`config.mk`:
```
export PLATFORM = sky130hd
export DESIGN_NAME = vts_ctrl
export DESIGN_NICKNAME = d
export VERILOG_FILES = /design/src/hw/rtl/vts_pkg.sv /design/src/hw/rtl/vts_ctrl.sv
export SDC_FILE = /design/constraint.sdc
export NUM_CORES = 1
export LEC_CHECK = 0
export BUFFER_PORTS_ARGS = -buffer_cell sky130_fd_sc_hd__buf_4
export CAP_MARGIN = 10
export CORE_AREA = 10 10 47 49
export DETAILED_ROUTE_END_ITERATION = 8
export DIE_AREA = 0 0 57 59
export SLEW_MARGIN = 20
export SYNTH_ARGS = -nofsm -noshare
export SYNTH_HDL_FRONTEND = slang
export SYNTH_SLANG_ARGS = --single-unit
```
`constraint.sdc`:
```
create_clock -name clk -period 1.9 [get_ports clk]
set_clock_uncertainty 0.05 [all_clocks]
set_input_delay 0.095 -clock clk [delete_from_list [all_inputs] [get_ports clk]]
set_output_delay 0.095 -clock clk [all_outputs]
set_load 0.005 [all_outputs]
```
`src/hw/rtl/vts_pkg.sv`:
```
// Shared types and constants for the vertex transform stage.
// Used by the channel interfaces, the controller, the datapath and the top level.
// No dependencies.
package vts_pkg;

	// fixed-point format and primitive size
	localparam int FRAC_BITS      = 16;
	localparam int VERTS_PER_PRIM = 3;
	localparam int COEF_W         = 32;
	localparam int ATTR_W         = 2;
	localparam int SLOT_W         = 2;

	// matrix geometry: two matrices of four rows, four lanes per row
	localparam int LANES    = 4;
	localparam int ROW_AW   = 3;
	localparam int MAT_ROWS = 8;

	// 1.0 in the coefficient format
	localparam logic signed [COEF_W-1:0] FIX_ONE = 32'sh1 << FRAC_BITS;

	// opcodes
	localparam logic OP_LOAD   = 1'b0;
	localparam logic OP_VERTEX = 1'b1;

	// attribute mask bits
	localparam int ATTR_COLOR_BIT = 0;
	localparam int ATTR_TEX_BIT   = 1;

	// input beat
	typedef struct packed {
		logic               opcode;
		logic [4:0]         coef_index;
		logic signed [31:0] coef_value;
		logic signed [31:0] pos_x;
		logic signed [31:0] pos_y;
		logic signed [31:0] pos_z;
		logic [31:0]        color_r;
		logic [31:0]        color_g;
		logic [31:0]        color_b;
		logic [31:0]        color_a;
		logic [31:0]        tex_u;
		logic [31:0]        tex_v;
	} vts_in_t;

	// result beat
	typedef struct packed {
		logic signed [31:0] clip_x;
		logic signed [31:0] clip_y;
		logic signed [31:0] clip_z;
		logic signed [31:0] clip_w;
		logic [31:0]        out_color_r;
		logic [31:0]        out_color_g;
		logic [31:0]        out_color_b;
		logic [31:0]        out_color_a;
		logic [31:0]        out_tex_u;
		logic [31:0]        out_tex_v;
		logic               triangle_last;
		logic               overflow;
	} vts_out_t;

	// commands from the controller to the datapath
	typedef struct packed {
		logic              coef_wr;   // store one coefficient from the input beat
		logic              capture;   // latch a vertex beat
		logic              issue;     // read one matrix row into the dot product unit
		logic [ROW_AW-1:0] issue_row; // {matrix, row}; matrix 1 is projection
		logic              load_out;  // move the finished vertex to the output register
	} vts_cmd_t;

endpackage

```
`src/hw/rtl/vts_ctrl.sv`:
```
// Controller of the vertex transform stage: sequences row reads for the
// model and projection passes and owns the input and output handshakes.
// Depends on vts_pkg.
module vts_ctrl (
	input  logic              clk,
	input  logic              arst_n,
	input  logic              in_valid,
	input  logic              in_opcode,
	output logic              in_ready,
	output logic              out_valid,
	input  logic              out_ready,
	output vts_pkg::vts_cmd_t cmd
);
	import vts_pkg::*;

	typedef enum logic [2:0] {
		ST_IDLE = 3'b001,
		ST_RUN  = 3'b010,
		ST_DONE = 3'b100
	} state_t;

	// sequence timing: model rows issue at 0..3, projection rows at 6..9,
	// the last projection result lands at the end of step 11
	localparam logic [3:0] MODEL_END  = 4'd4;
	localparam logic [3:0] PROJ_FIRST = 4'd6;
	localparam logic [3:0] PROJ_END   = 4'd10;
	localparam logic [3:0] CNT_LAST   = 4'd11;

	state_t     state_q;
	logic [3:0] cnt_q;
	logic [3:0] proj_cnt;
	logic       out_valid_q;
	logic       accept;
	logic       out_free;

	assign in_ready = (state_q == ST_IDLE);
	assign accept   = in_valid && in_ready;
	assign out_free = !out_valid_q || out_ready;
	assign out_valid = out_valid_q;
	assign proj_cnt = cnt_q - PROJ_FIRST;

	// decode commands
	always_comb begin
		cmd           = '0;
		cmd.coef_wr   = accept && (in_opcode == OP_LOAD);
		cmd.capture   = accept && (in_opcode == OP_VERTEX);
		cmd.load_out  = (state_q == ST_DONE) && out_free;
		if (state_q == ST_RUN) begin
			if (cnt_q < MODEL_END) begin
				cmd.issue     = 1'b1;
				cmd.issue_row = {1'b0, cnt_q[1:0]};
			end else if (cnt_q >= PROJ_FIRST && cnt_q < PROJ_END) begin
				cmd.issue     = 1'b1;
				cmd.issue_row = {1'b1, proj_cnt[1:0]};
			end
		end
	end

	// advance the state machine
	always_ff @(posedge clk or negedge arst_n) begin
		if (!arst_n) begin
			state_q <= ST_IDLE;
			cnt_q   <= '0;
		end else begin
			case (state_q)
				ST_IDLE: begin
					cnt_q <= '0;
					if (cmd.capture) begin
						state_q <= ST_RUN;
					end
				end
				ST_RUN: begin
					cnt_q <= cnt_q + 4'd1;
					if (cnt_q == CNT_LAST) begin
						state_q <= ST_DONE;
					end
				end
				ST_DONE: begin
					if (out_free) begin
						state_q <= ST_IDLE;
					end
				end
				default: begin
					state_q <= ST_IDLE;
				end
			endcase
		end
	end

	// hold the result beat until it is taken
	always_ff @(posedge clk or negedge arst_n) begin
		if (!arst_n) begin
			out_valid_q <= 1'b0;
		end else if (cmd.load_out) begin
			out_valid_q <= 1'b1;
		end else if (out_ready) begin
			out_valid_q <= 1'b0;
		end
	end

endmodule

```
Yosys cells after proc, flatten, opt, wreduce, memory -nomap -nowiden
Cells that the tools add are included.
{"block": "totals", "input_bits": 5, "ff_bits": 8, "elab_cells": 36}
{"block": "op_classes", "add_sub_neg": 2, "mux": 10, "n_eq_ne": 7, "bitwise": 1, "reduce_logical": 10, "magnitude_cmp": 3}
{"op": "two-way mux 4 bit", "n": 3}
{"op": "two-way mux 3 bit", "n": 3}
{"op": "case mux 3 bit (3 select lines)", "n": 1}
{"op": "case mux 4 bit (2 select lines)", "n": 1}
{"op": "logical AND 1 bit", "n": 5}
{"op": "adder 4 x 1 -> 4 bit, second input constant", "n": 1}
{"op": "== test 4 bit, second input constant", "n": 1}
{"op": "greater-or-equal comparator 4 x 3 -> 1 bit, second input constant", "n": 1}
{"op": "< comparator 4 x 3 -> 1 bit, second input constant", "n": 1}
{"op": "< comparator 4 bit, second input constant", "n": 1}
{"op": "inequality test 2 x 1 -> 1 bit, second input constant", "n": 2}
{"op": "nonzero test 2 bit", "n": 2}
{"op": "== test 3 x 1 -> 1 bit, second input constant", "n": 1}
{"op": "== test 3 x 2 -> 1 bit, second input constant", "n": 1}
{"op": "== test 3 bit, second input constant", "n": 1}
{"op": "AND reduction 3 bit", "n": 1}
{"op": "two-way mux 1 bit", "n": 2}
{"op": "inequality test 2 bit, second input constant", "n": 1}
{"op": "subtractor 2 bit, second input constant", "n": 1}
{"op": "logical NOT 1 bit", "n": 1}
{"op": "logical OR 1 bit", "n": 1}
{"op": "inverter 1 bit", "n": 1}

Longest topological paths before layout
Gate-level depths: netlist of the first run.
{"block": "logic_depth", "word_depth": 5, "mapped_depth": 4, "mapped_depth_nobuf": 4}

Worst setup path after synthesis of the first run
OpenSTA, ideal clock, no wires.
{"block": "synth_path", "path_type": "register to register", "start": "reg state_q[0]", "end": "reg cnt_q[2]", "path_slack_ns": 0.506, "arrival_ns": 1.220, "period_less_slack_ns": 1.394, "stages_incl_launch_ff": 4, "n_path_buf": 0, "path_cell_list": "dfstp_2 > nor3b_2 > nor2_1 > a211o_1"}
{"block": "synth_between", "elab_chain_cells": 2, "word_cells_on_any_way": 4}
{"item": "start, declared", "line_no": "vts_ctrl.sv:29", "rtl": "state_t state_q;"}
{"item": "start signal, assigned", "line_no": "vts_ctrl.sv:62", "rtl": "state_q <= ST_IDLE;"}
{"item": "start signal, assigned", "line_no": "vts_ctrl.sv:69", "rtl": "state_q <= ST_RUN;"}
{"item": "start signal, assigned", "line_no": "vts_ctrl.sv:75", "rtl": "state_q <= ST_DONE;"}
{"item": "== test 3 x 1 -> 1 bit *"}
{"item": "net in_ready", "line_no": "vts_ctrl.sv:9", "rtl": "output logic in_ready,"}
{"item": "case mux 4 bit (2 select lines) or nonzero test 2 bit (tied branches)"}
{"item": "end signal, assigned", "line_no": "vts_ctrl.sv:73", "rtl": "cnt_q <= cnt_q + 4'd1;"}
{"item": "end, declared", "line_no": "vts_ctrl.sv:30", "rtl": "logic [3:0] cnt_q;"}
The timed path passes the listed nets; every way through them passes the cells marked *.
A chain may end at the register's enable or synchronous reset.

==> results of run 1 <==
## final cells by class
type                            instances  area share
Multi-Input combinational cell         39       0.424
Sequential cell                         8       0.311
Timing Repair Buffer                   15       0.182
Clock buffer                            4      0.0406
Tap cell                               16      0.0309
Inverter                                2      0.0116
## synthesized netlist by cell type
cell | count | share of area
or2b_1 | 1 | 0.016
nand3b_1 | 3 | 0.047
a21oi_1 | 2 | 0.021
nand2b_1 | 1 | 0.013
nand2_1 | 3 | 0.023
mux2_2 | 1 | 0.023
o21ai_0 | 4 | 0.041
nor3b_2 | 3 | 0.078
nand4b_1 | 1 | 0.018
inv_1 | 2 | 0.016
o21a_1 | 1 | 0.016
and2_1 | 1 | 0.013
a22o_1 | 1 | 0.018
ha_1 | 1 | 0.026
dfrtp_1 | 7 | 0.36
o22ai_1 | 1 | 0.013
a21o_1 | 1 | 0.016
nand4_1 | 1 | 0.013
mux2i_1 | 1 | 0.021
a211o_1 | 1 | 0.018
nor2_1 | 4 | 0.031
nor2b_1 | 1 | 0.013
xnor2_1 | 1 | 0.018
and3_1 | 1 | 0.013
or3b_1 | 1 | 0.018
nor3_1 | 1 | 0.010
and2b_1 | 1 | 0.016
dfstp_2 | 1 | 0.054
nor3b_1 | 1 | 0.016
## worst max-delay path by stage
| stage | slack, ns | startpoint | to |
|---|---|---|---|
| detailed placement | 0.43 | state_q[0] | cnt_q[2] |
| floorplan | 0.51 | state_q[0] | cnt_q[2] |
| finish | 0.22 | state_q[1] | cmd[1] |
| global placement | 0.48 | state_q[0] | cnt_q[2] |
| global route | 0.1 | state_q[1] | cmd[1] |
| CTS | 0.21 | state_q[1] | cmd[1] |
## flip-flops by register name (all words and copies together) (netlist names)
register	count
cnt_q	4
state_q	3
out_valid	1
## what timing repair did
| action | CTS | global route |
|---|---|---|
| gates resized for setup | 0 | 0 |
| hold buffers | 2 | 0 |
| hold endpoints to repair | 9 | 0 |
## layer usage
metal	vias to the layer above	wire (um)	track usage
met5	-	0	0
met4	0	0	0.0302
met3	0	93	0.0408
met2	12	518	0.112
met1	192	531	0.0766
li1	216	-	-
## layout by cell type (no fill, tap or decap), types with 2 or more instances in the layout
master | synthesis | final
clkbuf_4 | 0 | 3
nor2_1 | 4 | 4
dfrtp_1 | 7 | 7
buf_4 | 0 | 13
nand2_1 | 3 | 3
inv_1 | 2 | 2
nand3b_1 | 3 | 3
dlygate4sd3_1 | 0 | 2
a21oi_1 | 2 | 2
nor3b_2 | 3 | 3
o21ai_0 | 4 | 4
## kinds of logic after synthesis
family	count (synthesis)	share of synthesized area
mux	2	0.0440
xor+xnor	1	0.0181
fa+ha+maj	1	0.0259
flops	8	0.417
simple gates	24	0.337
buf+inv	2	0.0155
compound gates	11	0.143
## tightest hold or removal path: stages
cell and delay, ns:
buf_4 0.09, nand4b_1 0.08, o21ai_0 0.07, o21ai_0 0.08
## report_power, final
part | total (uW) | leakage (uW) | internal (uW) | switching [uW]
registers | 229 | 0.000107 | 196 | 33.3
clock network | 137 | 0.0000150 | 80.3 | 56.8
logic | 140 | 0.000192 | 79.0 | 60.7
total | 506 | 0.000314 | 355 | 151
## stage by stage
stage,util,hold slack [ns]
global route,0.462,0.150
floorplan,-,-0.251
CTS,0.462,0.122
finish,0.462,0.130
detailed placement,0.429,-0.129
global placement,0.429,-0.126
==> results.md, run 1 <==
- Once routing completed, OpenROAD measured the worst setup slack at approximately 0.22 ns.
- Relative to the synthesized area, the layout overhead comes to 33.9%.
- The arrival time of the worst setup path is 1.53 ns.
- The fmax is 0.597 GHz.
- Row generation in the floorplan step produced 14 rows.
- After the first detailed-routing iteration, the DRC count stood at 3.
- In this run the cell area measured after placement is 601 um2.
- The critical path goes through nor3b_2 > o21a_1 > and2_1 > buf_4.
- The first detailed-routing pass took 2 iterations.
- The non-filler instance count after layout is 84.
- In this run the number of H-tree levels came out at 1.
- The number of slew-limit violations in the final report was 0.
- The worst-margin pin slew is between 0.3 and 0.4 ns.
- Together, buffers and inverters on the worst path number 1.
- The area of all placed cells without fillers is between 600 and 700 um2.
- Counting the fill cells in the layout gives between 100 and 150.
- The launching point of the worst reg2reg path is state_q[0].
- The total routed wirelength is approximately 1.1 mm.
- Of all nets on the critical path, the largest fanout is 8.
- For this design, the slowest cell found on the critical path is dfrtp_1.
- In this run the critical register-to-register path is captured at cnt_q[2].
- The average instance area after synthesis is approximately 10 um2.
- The shortest period the worst path allows is roughly 1.7 ns.
- The floorplan step defined a die boundary enclosing 3360 um2.
- Timing analysis after detailed placement gives a worst setup slack of roughly 0.43 ns.
- TritonCTS built the clock tree.
- The number of top-level pins is 14.
- After legalization and detailed placement, the total HPWL measured a little over 900 um.
- CTS placed an instance of clkbuf_4 at the clock tree root.
- The combined flip-flop and latch cell area is between 200 and 250 um2.
- The number of buffers inserted during clock tree synthesis is 3.
- Along the worst hold path, the cell count comes to 4.
- The worst IR drop on VDD is ~400 uV.
- The flow ran to the end, and the final reports show no timing, DRC or antenna violations.
- In this run the deepest clock path goes through 2 buffers.
- The worst hold-check path type is in2reg.
- The number of vias per cell after detailed routing is 5.00.
- The share of final-layout standard cells stronger than drive strength 1 is 0.309.
- The setup TNS is 0 ns.
- The cell family contributing the most delay on the critical path is simple AND/OR/NAND/NOR gates.
- STA classifies the critical path startpoint as a register.
- The clock-pin slew on the worst setup and hold paths is around 0.06 ns.
- The total stage count of the critical path is 4.
- In the routed design, unresolved DRC markers number 0.
- The worst pin sits at a relative slew slack of 0.748.
- The first global-routing pass estimated 1.91 mm of wire.
- The area of the mapped netlist is between 400 and 500 um2.
- The completed layout was analyzed and its total power is 506 uW.
- The final global-route overflow total is 0.
- The die height is 59 um.
- Summing over every cut layer, the via total after detailed routing is 420.
- The average detailed-routed wire length per instance is 13.6 um.
- Counting every instance in the synthesized netlist gives 49.
- The number of global-route vias before repair was 460.
- The number of synthesis warnings is 0.
- 0 antenna diodes ended up in the layout.
- At the end of routability-driven placement, the weighted congestion stood at about 0.8.
- The capture endpoint of the worst hold path is state_q[0].
- The count of nets left with antenna violations after detail routing is 0.
- The initial standard-cell utilization of the core is 0.345.
- Setup repair after global routing left no endpoint under its margin.
- The register-to-register path setup slack is between 0.4 and 0.5 ns.
- The number of I/O port buffers is 13.
- The worst hold path begins at in_valid.
- The final clock period utilization by the worst path is 0.882.
- The setup violation total in the final timing report is 0.
- The placeable core area is between 1000 and 1500 um2.
- The required time of the critical path is between 1.5 and 2 ns.
- The synthesized netlist contains 29 unique library cells.
- For this run, the slowest stage of the critical path takes 0.45 ns.
- The synthesis-stage register bit count is 8.
- The final net count is 75.
- The leakage power figure is about 0.00031 uW.
- The number of cell instances on the worst register-to-register path is 3.
- The pin count of the biggest net entering global routing is 9.
- Across every metal layer, demand over resource in global routing totals 0.0711.
- The total area of multi-input combinational cells is 274 um2.
- The number of antenna violations at the first check in global routing is 0.
- The hold violation count in the final report is 0.
- The sequential-to-total area share from yosys stat is 0.417.
- The cell count after placement is 78.
- The total of max-cap violations is 0.
- The die is 57 um wide.
- Counting every net in the synthesized netlist gives 55.
- The number of setup buffers added after CTS is 0.
- The later pin in the worst-skew pair is clocked with a latency of about 0.25 ns.
- The number of clock sinks is 8.
- The worst setup path is of the reg2out kind.
- STA classifies the critical path endpoint as an output port.
- The power density normalized to cell area is 782 nW/um2.
No activity file was read; power rests on OpenSTA's default activity.
==> run 2: changes to the inputs <==
==> constraint.sdc (replaced) <==
create_clock -name clk -period 1.9 [get_ports clk]
set_clock_uncertainty 0.05 [all_clocks]
set_input_delay 0.38 -clock clk [delete_from_list [all_inputs] [get_ports clk]]
set_output_delay 0.38 -clock clk [all_outputs]
set_load 0.005 [all_outputs]
==> run 2 against run 1 <==
Net effect: die area unchanged; clock power increased by 4%; count of clock-buffer cells in the layout unchanged; cell count increased by 3.6%; largest cell class unchanged.
==> results.md, run 2 (synthesized netlist as in run 1, its figures left out) <==
- The largest stage delay on the critical path is about 0.59 ns.
- In the layout the commonest cells are buf_4 (16), dfrtp_1 (5), nor2_1 (4), o21ai_0 (4).
- The routed design has between 1 and 1.5 mm of wire.
- After detailed routing, the number of vias per cell comes to ~5.1.
- For this configuration, the core starts out at a cell density of 0.345.
- The routed layout has 443 vias.
- The clock tree from TritonCTS is built.
- The non-filler instance count after layout is between 80 and 90.
- The count of unresolved DRC violations after routing is 0.
- The first global-routing pass estimated between 2 and 2.5 mm of wire.
- The register ranked first by flip-flop count is cnt_q.
- The total track usage is 0.0740.
- The CTS root buffer is clkbuf_4.
- The number of antenna violations at the first check in global routing is 0.
- The count of nets left with antenna violations after detail routing is 0.
- The H-tree depth is 1.
- The violation count after the first detailed-route iteration is 13.
- The kind of cell with the highest combined delay along the critical path is flip-flops.
- The number of slew-limit violations in the final report is 0.
- The arrival time of the worst setup path is between 1 and 1.5 ns.
- The combined flip-flop and latch cell area is just over 200 um2.
- The number of I/O port buffers is 13.
- During I/O placement, the number of pins put on the boundary was 14.
- The weighted congestion reported at the end of routability-driven placement is about 0.76.
- The multi-input combinational cells in the finished layout cover a total of approximately 300 um2.
- VDD sags by at most roughly 400 uV.
- The most common cell after layout, fill and taps aside is buf_4.
- Counting the buffers created by CTS gives 3.
- For hold timing, the worst endpoint is out_valid.
- The relative area change from synthesis to final layout is 44.0%.
- Detailed placement ended at an HPWL of 900 um.
- The headroom to the max-slew limit is 0.826.
- The die height is 59 um.
- The run finished with clean final reports.
- After clock tree synthesis, the clock-pin slew on the worst setup and hold paths is roughly 0.06 ns.
- The worst hold path was traced through 2 stages.
- The worst hold-check path type is in2reg.
- The routed design could run at a clock period as short as 1.81 ns.
- The final layout contains 78 nets.
- Timing would allow up to between 0.5 and 0.6 GHz.
- Among all stages on the critical path, the largest delay is contributed by dfstp_2.
- Along the worst path, the maximum fanout reaches 7.
- The chip width is around 57 um.
- The floorplan has 14 rows.
- The start point of the worst min-delay path is out_ready.
- The number of filler instances in the final layout is ~140.
- The worst setup path is launched from a register.
- The power density normalized to cell area is around 810 nW/um2.
- The register-to-register path setup slack is about 0.42 ns.
- The capture instance of the worst register-to-register path is cnt_q[2].
- The total overflow left after global routing is 0.
- The number of global-route vias before repair was between 400 and 500.
- Setup violations remaining at the end of the flow were counted as 0.
- In the final routed layout, each cell accounts on average for 13.4 um.
- The number of clock sinks is 8.
- In the final layout, the share of cells above drive strength 1 is 0.437.
- The total of max-cap violations is 0.
- The number of cell instances on the worst register-to-register path is 4.
- Including well taps, the total number of placed cells is 80.
- The placeable core area is about 1400 um2.
- The critical path is of the reg2out type.
- The first detailed-routing pass took 4 iterations.
- The register with the most flip-flops in the layout has 4 of them.
- The pin count of the biggest net entering global routing is 9.
- The critical path goes through nor3b_4 > and3_4 > buf_6.
- The kind of end point of the critical path is an output port.
- The die covers around 3400 um2.
- In the finished design, the share of the clock period the worst path needs comes to 0.953.
- The clock reaches the later pin of the worst-skew pair after around 0.26 ns.
- The antenna cell count is 0.
- The count of buffering cells on the critical path with inverters included is 1.
- The required time of the critical path is approximately 1.5 ns.
- Setup repair after global routing could not meet its margin everywhere.
- The hold violation count in the final report came to 0.
- In this run the critical register-to-register path is launched from state_q[0].
- Overall power consumption after layout is estimated at 560 uW.
- The leakage power figure is about 0.00033 uW.
- For the pin with the worst max-slew slack, the measured transition is 0.262 ns.
- The clock passes through at most 2 buffers.
run 2: how the worst max path moves through the flow:
stage | startpoint | endpoint | slack, ns | depth (start not counted)
global route | state_q[0] | cmd[6] | -0.03 | 4
detailed placement | state_q[2] | cmd[2] | 0.24 | 3
global placement | state_q[2] | cmd[2] | 0.27 | 3
CTS | state_q[2] | cmd[2] | 0.001 | 3
finish | state_q[0] | cmd[5] | 0.09 | 3
floorplan | state_q[2] | cmd[2] | 0.41 | 2
run 2: timing repair:
item,4_1_cts,5_1_grt
endpoints found under the hold margin,7,0
setup endpoints to repair,1,5
hold buffers,1,0
pin swaps,0,1
gates resized for setup,3,5
buffers inserted,0,2
run 2: worst register-to-register path: stages (launching register included):
cell and delay, ns:
dfstp_2 0.59, nor3b_4 0.24, buf_4 0.15, nor2_1 0.06, a211o_1 0.29
run 2: final cells by class:
cell class,count,area share
clock buffers,4,0.0378
inverters,2,0.0108
multi-input cells,39,0.426
flip-flops and latches,8,0.293
well taps,16,0.0288
repair buffers,18,0.203
run 2: metal layers:
layer / GRT usage / up-vias / wire (um)
met2: 0.119 / 20 / 532
met3: 0.0343 / 4 / 105
met4: 0.0403 / 0 / 12
met5: 0 / - / 0
li1: - / 220 / -
met1: 0.0789 / 199 / 511
run 2: power breakdown:
part | total (uW) | switching, uW | internal [uW]
logic | 188 | 71.1 | 117
clock network | 142 | 61.6 | 80.6
registers | 230 | 33.4 | 197
total | 560 | 166 | 394
run 2: metrics by stage:
stage | worst slack [ns] | hold WS, ns | instance area, um2 | setup TNS, ns | utilization
after global placement | 0.274 | 0.155 | 616 | 0 | 0.439
final | 0.0897 | 0.277 | 696 | 0 | 0.496
after CTS | 0.00108 | 0.270 | 657 | 0 | 0.469
after floorplan | 0.405 | 0.0344 | 483 | 0 | -
after detailed placement | 0.237 | 0.155 | 616 | 0 | 0.439
after global routing | -0.0292 | 0.295 | 696 | -0.0463 | 0.496
==> run 3: changes to the inputs <==
--- a/config.mk
+++ b/config.mk
@@ -10,6 +10,7 @@
 export CORE_AREA = 10 10 47 49
 export DETAILED_ROUTE_END_ITERATION = 8
 export DIE_AREA = 0 0 57 59
+export SETUP_SLACK_MARGIN = 0.1
 export SLEW_MARGIN = 20
 export SYNTH_ARGS = -nofsm -noshare
 export SYNTH_HDL_FRONTEND = slang
==> run 3 against run 2 <==
Net effect: cell count is 4.6% higher; setup slack improved by 0.0054 ns; non-clock buffer count increased by 4; clock power about the same; critical path depth did not move; count of clock-buffer cells in the layout unchanged; global-route usage is 1.1 points higher; routed wire length grew 9.8%; via count is 5.2% higher.
==> results.md, run 3 (synthesized netlist as in run 1, its figures left out) <==
- The register-to-register path setup slack is 0.42 ns.
- Power spread over the standard cell area amounts to 800 nW/um2.
- At the placement stage, the worst setup path has a slack of approximately 0.24 ns.
- The critical path is of the reg2out type.
- The number of slew-limit violations in the final report is 0.
- The detailed router finished its first iteration with 16 violations.
- The critical path goes through nor3b_4 > and3_4 > buf_6.
- The number of vias per cell after detailed routing is 5.12.
- The die covers about 3400 um2.
- The maximum root-to-sink buffer count is 2.
- The clock-pin slew on the worst setup and hold paths is approximately 0.060 ns.
- For this block, the via count after detailed routing is between 400 and 500.
- The tree is rooted in a clkbuf_4.
- The arrival time of the worst setup path is ~1.4 ns.
- The first global-routing pass estimated between 2 and 2.5 mm of wire.
- The share of final-layout standard cells stronger than drive strength 1 is 0.507.
- The kind of end point of the critical path is an output port.
- Once routing completed, OpenROAD measured the worst setup slack at 0.0950 ns.
- The H-tree depth is 1.
- The number of global-route vias before repair was 519.
- After detailed routing, the number of remaining DRC violations is 0.
- Setup repair after global routing could not meet its margin everywhere.
- Across the VDD grid, the largest voltage drop is 419 uV.
- The launching point of the worst reg2reg path is state_q[0].
- Setup violations remaining at the end of the flow were counted as 0.
- The worst hold-check path type is in2reg.
- Headroom to the max-slew limit came out at 0.851.
- The total area of multi-input combinational cells is 299 um2.
- Detailed placement ended at an HPWL of approximately 900 um.
- The die height is 59 um.
- The combined flip-flop and latch cell area is ~210 um2.
- TritonCTS built the clock tree.
- On the worst path, the slowest cell contributes a delay of around 0.57 ns.
- The total of max-cap violations is 0.
- The weighted congestion reported at the end of routability-driven placement is 0.758.
- The number of buffers inserted during clock tree synthesis is 3.
- In this run the count of I/O pins placed on the die edge is 14.
- The antenna cell count is 0.
- The flow ran to the end, and the final reports show no timing, DRC or antenna violations.
- The net count of the finished layout is 82.
- The capture instance of the worst register-to-register path is cnt_q[2].
- The hold violation count in the final report came to 0.
- The smallest clock period supported by the final layout is computed as 1.80 ns.
- Compared with the post-synthesis result, the final layout area differs by 52.1%.
- The initial utilization of the core area, before any placement, comes to 0.345.
- The number of cell instances on the worst register-to-register path is 4.
- The worst-margin pin slew is roughly 0.22 ns.
- From left edge to right edge, the die measures approximately 57 um.
- Of the available clock period, the critical path in the final layout requires 0.950.
- Counting the fill cells in the layout gives 138.
- The clock reaches the later pin of the worst-skew pair after ~0.26 ns.
- The placeable core area is ~1400 um2.
- The final global-route overflow total is 0.
- The setup TNS is 0 ns.
- The number of flip-flops in the largest register is 4.
- The start point of the worst min-delay path is out_ready.
- The worst hold path terminates at out_valid.
- The detail route stage leaves a number of antenna-violating nets equal to 0.
- Entering global routing, the biggest net connects 9 pins.
- Counting flops per register, the top entry is cnt_q.
- The hold-critical path depth is 2.
- Of all nets on the critical path, the largest fanout is 5.
- In the final routed layout, each cell accounts on average for 14.0 um.
- The required time of the critical path is approximately 1.5 ns.
- The final layout contains routed wiring with a total length of ~1.3 mm.
- The leakage power figure is about 0.00035 uW.
- The total track usage is 0.0849.
- The critical path launch point type is a register.
- Row generation in the floorplan step produced 14 rows.
- The slowest cell on the critical path is dfstp_2.
- The first-pass detailed-route iteration total is 4.
- The fmax is roughly 0.55 GHz.
- The number of clock sinks is 8.
- In the layout the commonest cells are buf_4 (19), o21ai_0 (4), dfrtp_2 (4).
- The most common cell after layout, fill and taps aside is buf_4.
- Port buffering added 13 buffers.
- The number of antenna violations at the first check in global routing is 0.
[run 3: cell count changes in the layout (fill, tap and decap cells not counted), sizes merged]
cell / change
buf: +4
[run 3: power by group]
group	internal, uW	total, uW	switching [uW]
logic	134	223	88.4
registers	197	224	26.9
clock network	80.5	141	60.6
[run 3: worst max path at each step]
| stage | startpoint | endpoint | slack [ns] |
|---|---|---|---|
| after floorplan | state_q[2] | cmd[2] | 0.41 |
| after global placement | state_q[2] | cmd[2] | 0.27 |
| after detailed placement | state_q[2] | cmd[2] | 0.24 |
| after CTS | state_q[0] | cmd[5] | 0.1 |
| after global routing | state_q[0] | cmd[6] | 0.01 |
| final | state_q[0] | cmd[5] | 0.1 |
[run 3: metrics by stage]
stage	hold slack, ns	util	power, uW	instances	instance area [um2]
2_1_floorplan	0.0344	-	308	49	483
3_3_place_gp	0.155	0.439	388	80	616
3_5_place_dp	0.155	0.439	389	80	616
4_1_cts	0.270	0.510	581	90	714
5_1_grt	0.292	0.524	632	91	734
6_report	0.279	0.524	587	91	734
[run 3: final cells by class]
type,count,share of cell area
Clock buffer,4,0.0358
Multi-Input combinational cell,39,0.407
Tap cell,16,0.0273
Sequential cell,8,0.281
Timing Repair Buffer,22,0.239
Inverter,2,0.0102
[run 3: repair_timing]
action | 4_1_cts | 5_1_grt
gates resized for setup | 7 | 5
pin swaps | 3 | 0
setup endpoints to repair | 5 | 6
buffers inserted | 5 | 1
hold endpoints to repair | 7 | 0
hold buffers | 1 | 0
[run 3: worst max-delay path: cells and delay by family, from the launching register on]
kind | cells | cell delay [ns]
buffers and inverters | 1 | 0.09
flip-flops | 1 | 0.57
AND/OR/NAND/NOR | 2 | 0.47
[run 3: routing by layer]
metal  vias up  routed length, um  share of wire  track usage
met4         0                  0              0       0.0403
met5         -                  0              0            0
met1       219                509           0.40       0.0861
met3         0                135           0.11       0.0365
met2        17                630           0.49        0.147
li1        230                  -              -            -
